## src/design/rgbg_pkg.sv

```systemverilog
// Shared types and constants for the RGB table grading block.
// No dependencies; every other file of the block but rgbg_ram imports this package.
package rgbg_pkg;

	localparam int PIX_W     = 8;
	localparam int CH_COUNT  = 3;
	localparam int SAT_W     = 12;
	localparam int CFG_IDX_W = 1;
	localparam int LN_W      = 16;  // 256 * 255 fits
	localparam int DIFF_W    = 17;  // c*256 - luma, signed
	localparam int PROD_W    = 30;  // DIFF_W x (SAT_W + 1), signed
	localparam int ACC_W     = 31;  // luma*256 + product + half, signed

	typedef logic [PIX_W-1:0] pix_t;

	typedef enum logic {
		CMD_LOAD  = 1'b0,
		CMD_PIXEL = 1'b1
	} cmd_t;

	typedef enum logic [1:0] {
		CH_RED   = 2'd0,
		CH_GREEN = 2'd1,
		CH_BLUE  = 2'd2
	} channel_t;

	localparam logic [CFG_IDX_W-1:0] CFG_GRADING_ENABLED = 1'b0;
	localparam logic [CFG_IDX_W-1:0] CFG_SATURATION      = 1'b1;

	localparam logic [SAT_W-1:0] SAT_UNITY = 12'd256;

	localparam logic [LN_W-1:0] LUMA_R = 16'd77;
	localparam logic [LN_W-1:0] LUMA_G = 16'd150;
	localparam logic [LN_W-1:0] LUMA_B = 16'd29;

	localparam logic signed [ACC_W-1:0] ROUND_HALF = 31'sd32768;

	typedef struct packed {
		logic en_s1;
		logic en_s2;
		logic en_s3;
		logic en_s4;
	} pipe_ctl_t;

	typedef struct packed {
		logic             grading_enabled;
		logic [SAT_W-1:0] saturation;
	} grade_cfg_t;

endpackage

```

## src/design/rgbg_grade.sv

```systemverilog
// Grading datapath after the table read: luma, saturation blend, round and clamp.
// Depends on rgbg_pkg; stage enables come from the top-level control.
module rgbg_grade (
	input  logic                clk,
	input  rgbg_pkg::pipe_ctl_t ctl,
	input  rgbg_pkg::grade_cfg_t cfg,
	input  rgbg_pkg::pix_t      raw_in [rgbg_pkg::CH_COUNT],
	input  rgbg_pkg::pix_t      alpha_in,
	input  rgbg_pkg::pix_t      lut_s1 [rgbg_pkg::CH_COUNT],
	output rgbg_pkg::pix_t      color_out [rgbg_pkg::CH_COUNT],
	output rgbg_pkg::pix_t      alpha_out
);
	import rgbg_pkg::*;

	pix_t raw_s1 [CH_COUNT];
	pix_t alpha_s1;

	pix_t            c_s2 [CH_COUNT];
	logic [LN_W-1:0] ln_s2;
	pix_t            alpha_s2;

	logic signed [PROD_W-1:0] prod_s3 [CH_COUNT];
	pix_t                     c_s3 [CH_COUNT];
	logic [LN_W-1:0]          ln_s3;
	pix_t                     alpha_s3;

	pix_t color_s4 [CH_COUNT];
	pix_t alpha_s4;

	pix_t                     c_sel [CH_COUNT];
	logic [LN_W-1:0]          ln_sum;
	logic signed [DIFF_W-1:0] diff [CH_COUNT];
	logic signed [SAT_W:0]    sat_sgn;
	logic signed [ACC_W-1:0]  acc [CH_COUNT];
	pix_t                     blend [CH_COUNT];
	logic                     bypass;

	// s1: raw pixel alongside the table read data
	always_ff @(posedge clk) begin
		if (ctl.en_s1) begin
			for (int ch = 0; ch < CH_COUNT; ch++) begin
				raw_s1[ch] <= raw_in[ch];
			end
			alpha_s1 <= alpha_in;
		end
	end

	always_comb begin
		for (int ch = 0; ch < CH_COUNT; ch++) begin
			c_sel[ch] = cfg.grading_enabled ? lut_s1[ch] : raw_s1[ch];
		end
		ln_sum = LUMA_R * LN_W'(c_sel[0]) + LUMA_G * LN_W'(c_sel[1])
			+ LUMA_B * LN_W'(c_sel[2]);
	end

	// s2: mapped colors and luma numerator
	always_ff @(posedge clk) begin
		if (ctl.en_s2) begin
			c_s2     <= c_sel;
			ln_s2    <= ln_sum;
			alpha_s2 <= alpha_s1;
		end
	end

	always_comb begin
		sat_sgn = $signed({1'b0, cfg.saturation});
		for (int ch = 0; ch < CH_COUNT; ch++) begin
			diff[ch] = $signed({1'b0, c_s2[ch], 8'd0}) - $signed({1'b0, ln_s2});
		end
	end

	// s3: one multiplier per channel lane
	always_ff @(posedge clk) begin
		if (ctl.en_s3) begin
			for (int ch = 0; ch < CH_COUNT; ch++) begin
				prod_s3[ch] <= diff[ch] * sat_sgn;
			end
			c_s3     <= c_s2;
			ln_s3    <= ln_s2;
			alpha_s3 <= alpha_s2;
		end
	end

	always_comb begin
		bypass = !cfg.grading_enabled || (cfg.saturation == SAT_UNITY);
		for (int ch = 0; ch < CH_COUNT; ch++) begin
			acc[ch] = $signed({7'd0, ln_s3, 8'd0}) + {prod_s3[ch][PROD_W-1], prod_s3[ch]}
				+ ROUND_HALF;
			if (acc[ch][ACC_W-1]) begin
				blend[ch] = '0;
			end else if (|acc[ch][ACC_W-2:24]) begin
				blend[ch] = '1;
			end else begin
				blend[ch] = acc[ch][23:16];
			end
		end
	end

	// s4: result register
	always_ff @(posedge clk) begin
		if (ctl.en_s4) begin
			for (int ch = 0; ch < CH_COUNT; ch++) begin
				color_s4[ch] <= bypass ? c_s3[ch] : blend[ch];
			end
			alpha_s4 <= alpha_s3;
		end
	end

	assign color_out = color_s4;
	assign alpha_out = alpha_s4;
endmodule

```

## config.mk

```make
export PLATFORM = sky130hd
export DESIGN_NAME = rgbg_grade
export DESIGN_NICKNAME = d
export VERILOG_FILES = /design/src/design/rgbg_pkg.sv /design/src/design/rgbg_grade.sv
export SDC_FILE = /design/constraint.sdc
export NUM_CORES = 2
export LEC_CHECK = 0
export BUFFER_PORTS_ARGS = -buffer_cell sky130_fd_sc_hd__buf_2
export CORE_MARGIN = 2
export CORE_UTILIZATION = 30
export DETAILED_ROUTE_END_ITERATION = 10
export PLACE_DENSITY_LB_ADDON = 0.15
export SYNTH_ARGS = -nofsm -noshare
export SYNTH_HDL_FRONTEND = slang
export SYNTH_SLANG_ARGS = --single-unit
```

## constraint.sdc

```tcl
create_clock -name clk -period 9.7 [get_ports clk]
set_input_delay 0.485 -clock clk [delete_from_list [all_inputs] [get_ports clk]]
set_output_delay 0.485 -clock clk [all_outputs]
set_load 0.005 [all_outputs]
```

# After elaboration in Yosys (flattened, before gate mapping)
# Memory sizes are Yosys's and may differ from the RTL's.
# Index checks and enable logic that the tools add are counted.
[word_totals] reg_bits=136 mem_bits_rw=114 in_bits=74 out_inout_bits=32 word_cells=56 mem_count=2
[classes] n_addsub=11 multipliers=6 eq_ne=1 n_mux=16 n_reduce_logical=5
[memory_table] name="prod_s3" words=3 word_bits=30 rd=3 rd_ports_with_merged_regs=0 wr=3 line="rgbg_grade.sv:22" source="logic signed [PROD_W-1:0] prod_s3 [CH_COUNT];"
[memory_table] name="raw_s1" words=3 word_bits=8 rd=3 rd_ports_with_merged_regs=0 wr=3 line="rgbg_grade.sv:15" source="pix_t raw_s1 [CH_COUNT];"
[op_table] cell="8-bit two-way mux" n=12
[op_table] cell="25-bit by 30-bit adder with 31-bit output" n=3
[op_table] cell="31-bit by 16-bit adder with 31-bit output, second input constant" n=3
[op_table] cell="17-bit by 13-bit multiplier with 30-bit output" n=3
[op_table] cell="16-bit by 16-bit subtractor with 17-bit output" n=3
[op_table] cell="7-bit by 8-bit multiplier with 15-bit output, first input constant" n=2
[op_table] cell="6-bit OR reduction" n=3
[op_table] cell="15-bit by 16-bit adder with 16-bit output" n=1
[op_table] cell="16-bit by 13-bit adder with 16-bit output" n=1
[op_table] cell="5-bit by 8-bit multiplier with 13-bit output, first input constant" n=1
[op_table] cell="12-bit by 9-bit == test with 1-bit output, second input constant" n=1
[op_table] cell="1-bit two-way mux" n=4
[op_table] cell="1-bit logical NOT" n=1
[op_table] cell="1-bit logical OR" n=1

# Depth between registers and ports, before layout
# An unclocked memory read counts as a cell.
[depth] depth_word=7 depth_mapped=30 mapped_depth_nobuf=28

# Least setup slack after synthesis
# Ideal clock, no wire load.
[synth_path] kind="flip-flop to flip-flop" from="register ln_s2[2]" to="memory prod_s3[1][26], in the netlist prod_s3[0][56], data pin" setup_time_ps=258 arrival_ps=7219 required_time_ps=9442 path_slack_ps=2224 stages_incl_launch_ff=29 path_buffers=2 synth_period_minus_slack_ps=7476 path_cell_list="edfxtp_1 > or4_1 > buf_2 > nor4b_4 > a41o_1 > o41ai_1 > o21bai_1 > a21oi_1 > xnor2_2 > buf_4 > and2_1 > fa_1 > inv_1 > fa_1 > inv_1 > fa_1 > fa_1 > inv_1 > fa_1 > inv_1 > ha_1 > a21o_1 > a221o_1 > a221o_1 > a41oi_1 > o21ai_1 > or2_2 > a21oi_1 > xnor2_1"
[synth_lines] item="from (decl)" line="rgbg_grade.sv:19" source="logic [LN_W-1:0] ln_s2;"
[synth_lines] item="from (signal assigned)" line="rgbg_grade.sv:60" source="ln_s2 <= ln_sum;"
[synth_lines] item="to (decl)" line="rgbg_grade.sv:22"

==> results.sh <==
export IMPL_status="completed"
export IMPL_grt_pass1_vias=23344
export IMPL_critPathMaxFanout=12
export IMPL_yosysWarnings=0
export IMPL_period_share=0.937
export IMPL_gp_congestion=0.827
export IMPL_cpPeakStageDelay_ps=800
export IMPL_cts_tree="done"
export IMPL_finalHoldViolCount=0
export IMPL_synth_top_family_by_area="adder cells"
export IMPL_clock_skew_final_ps=33.0
export IMPL_syn_to_final_growth_pct=10.2
export IMPL_regArea_um2=6790
export IMPL_path_class="reg2reg"
export IMPL_rows=121
export IMPL_postCtsResizedCells=0
export IMPL_final_cell_mix="inv_1, fa_1, ha_1"
export IMPL_multiInputGateArea_um2=22900
export IMPL_die_area_um2=112000
export IMPL_grt_ovfl_total=0
export IMPL_fillers=11225
export IMPL_design_core_area_um2=109000
export IMPL_clk_latency_ps=620
export IMPL_fp_dieH_um=335
export IMPL_synth_seq_area_share=0.206
export IMPL_slowest_stage="a311oi_1"
export IMPL_die_w_um=335
export IMPL_antenna_found_initial=2
export IMPL_synth_enable_flop_cells=226
export IMPL_drive_above_1_share=0.0764
export IMPL_worstPathBufferInverterCount=4
export IMPL_grt_pass1_wl_um=147000
export IMPL_synthXorXnorAreaFrac=0.0443
export IMPL_worst_slack_ps=611
export IMPL_ys_types=74
export IMPL_clock_sinks=226
export IMPL_setup_viol=0
export IMPL_rsz0062_at_grt="false"
export IMPL_yosys_area_share_simple=0.115
export IMPL_fin_hold_ws_ps=52.1
export IMPL_cap_violations=0
export IMPL_crit_family="adder cells"
export IMPL_ys_ff_latch=226
export IMPL_crit_arrival_ps=9430
export IMPL_yosys_area_top_type_share=0.330
export IMPL_critPathRequiredTime_ps=10040
export IMPL_clockBufferDepth=3
export IMPL_start_util=0.303
export IMPL_drc=0
export IMPL_cts_setup_buffers=0
export IMPL_drtPass1Iterations=7
export IMPL_vias_per_cell=4.62
export IMPL_fmax_mhz=110
export IMPL_end_kind="flip-flop"
export IMPL_final_net_count=4291
export IMPL_first_iter_violations=1196
export IMPL_period_needed_ps=9090
export IMPL_grt_usage=0.174
export IMPL_grt_max_degree=59
export IMPL_wl_per_cell_um=19.9
export IMPL_port_buffers=105
export IMPL_synth_area_leader_cell="fa_1"
export IMPL_place_worst_setup_slack_ps=556
export IMPL_cts_hold_buffers=0
export IMPL_dp_hpwl_um=78200
export IMPL_root_buffer="clkbuf_16"
export IMPL_startpoint_type="flip-flop"
export IMPL_drv_slew=0
export IMPL_num_io_pins=106
export IMPL_synthAdderAreaFrac=0.457
export IMPL_synth_flop_cell="edfxtp_1"
export IMPL_synth_compound_area_frac=0.0707
export IMPL_synth_mux_area_frac=0.00825
export IMPL_syn_area_um2=32900
export IMPL_htree_levels=1
export IMPL_cts_buffers=30
export IMPL_yosys_top_cells_area="fa_1, edfxtp_1, ha_1"
export IMPL_clk_pin_slew_ps=60
export IMPL_hp_class="in2reg"
export IMPL_syn_avg_cell_area_um2=10.1
export IMPL_via_count=22060
export IMPL_syn_nets=4201
export IMPL_final_common_cell="inv_1"
export IMPL_finalSetupTns_ps=0
export IMPL_relSlewSlack=0.211
export IMPL_routed_wirelength_um=95200
export IMPL_async_flop_share=0
export IMPL_netlist_instances=3249
export IMPL_crit_top_cell="fa_1"
export IMPL_ant_nets=0
export IMPL_worst_pin_slew_ps=1170
## synthesized netlist by cell type, types with 42 or more instances
library cell / n
edfxtp_1: 226
fa_1: 542
nor2_1: 87
and2_1: 229
inv_1: 760
a21o_1: 42
ha_1: 336
xor2_1: 47
xnor2_1: 114
nand2_1: 278
o21ai_0: 43
a21oi_1: 111
clkbuf_1: 80
## registers in the layout (all words and copies together), names as in the netlist
register / cells
alpha_out: 8
alpha_s1: 8
alpha_s2: 8
alpha_s3: 8
c_s2: 24
c_s3: 24
color_out: 24
ln_s2: 16
ln_s3: 16
prod_s3: 66
raw_s1: 24
## cell families after synthesis
logic type               after synthesis
AO/OA/AOI/OAI                        345
XOR/XNOR                             164
adder cells (fa/ha/maj)              879
buffers and inverters                856
flip-flops                           226
multiplexers                          25
AND/OR/NAND/NOR                      754
## worst paths after layout
check / start / endpoint / slack, ps / depth (start not counted)
max: ln_s2[2]$_DFFE_PP_ / prod_s3[0][89]$_DFFE_PP_ / 610 / 26
min: alpha_in[3] / alpha_s1[3]$_DFFE_PP_ / 50 / 1
max reg2reg: ln_s2[2]$_DFFE_PP_ / prod_s3[0][89]$_DFFE_PP_ / 610 / 26
min reg2reg: alpha_s2[1]$_DFFE_PP_ / alpha_s3[1]$_DFFE_PP_ / 420 / 0
## metal layers
metal	share of wire	track usage	up-vias	routed length, µm
met5	0	0	-	0
met4	0.023	0.0340	0	2190
met3	0.032	0.0162	71	3020
met2	0.47	0.290	312	44900
met1	0.47	0.247	11257	45000
li1	-	-	10420	-
## per-stage QoR
stage	util	area (µm²)	instances
2_1_floorplan	-	32900	3249
3_3_place_gp	0.324	35300	4721
3_5_place_dp	0.324	35300	4721
4_1_cts	0.333	36300	4777
5_1_grt	0.333	36300	4777
6_report	0.334	36300	4778
## final cells by class
| type | count | share of cell area |
|---|---|---|
| multi-input combinational | 2167 | 0.632 |
| sequential | 226 | 0.187 |
| inverter | 760 | 0.0786 |
| tap | 1414 | 0.0487 |
| timing repair buffer | 154 | 0.0247 |
| clock buffer | 35 | 0.0212 |
| clock inverter | 21 | 0.00772 |
| antenna | 1 | 0.0000689 |
Power is left out: the tool's default activity adds up to more than one toggle a clock period on the data nets, which glitch-free logic cannot reach.
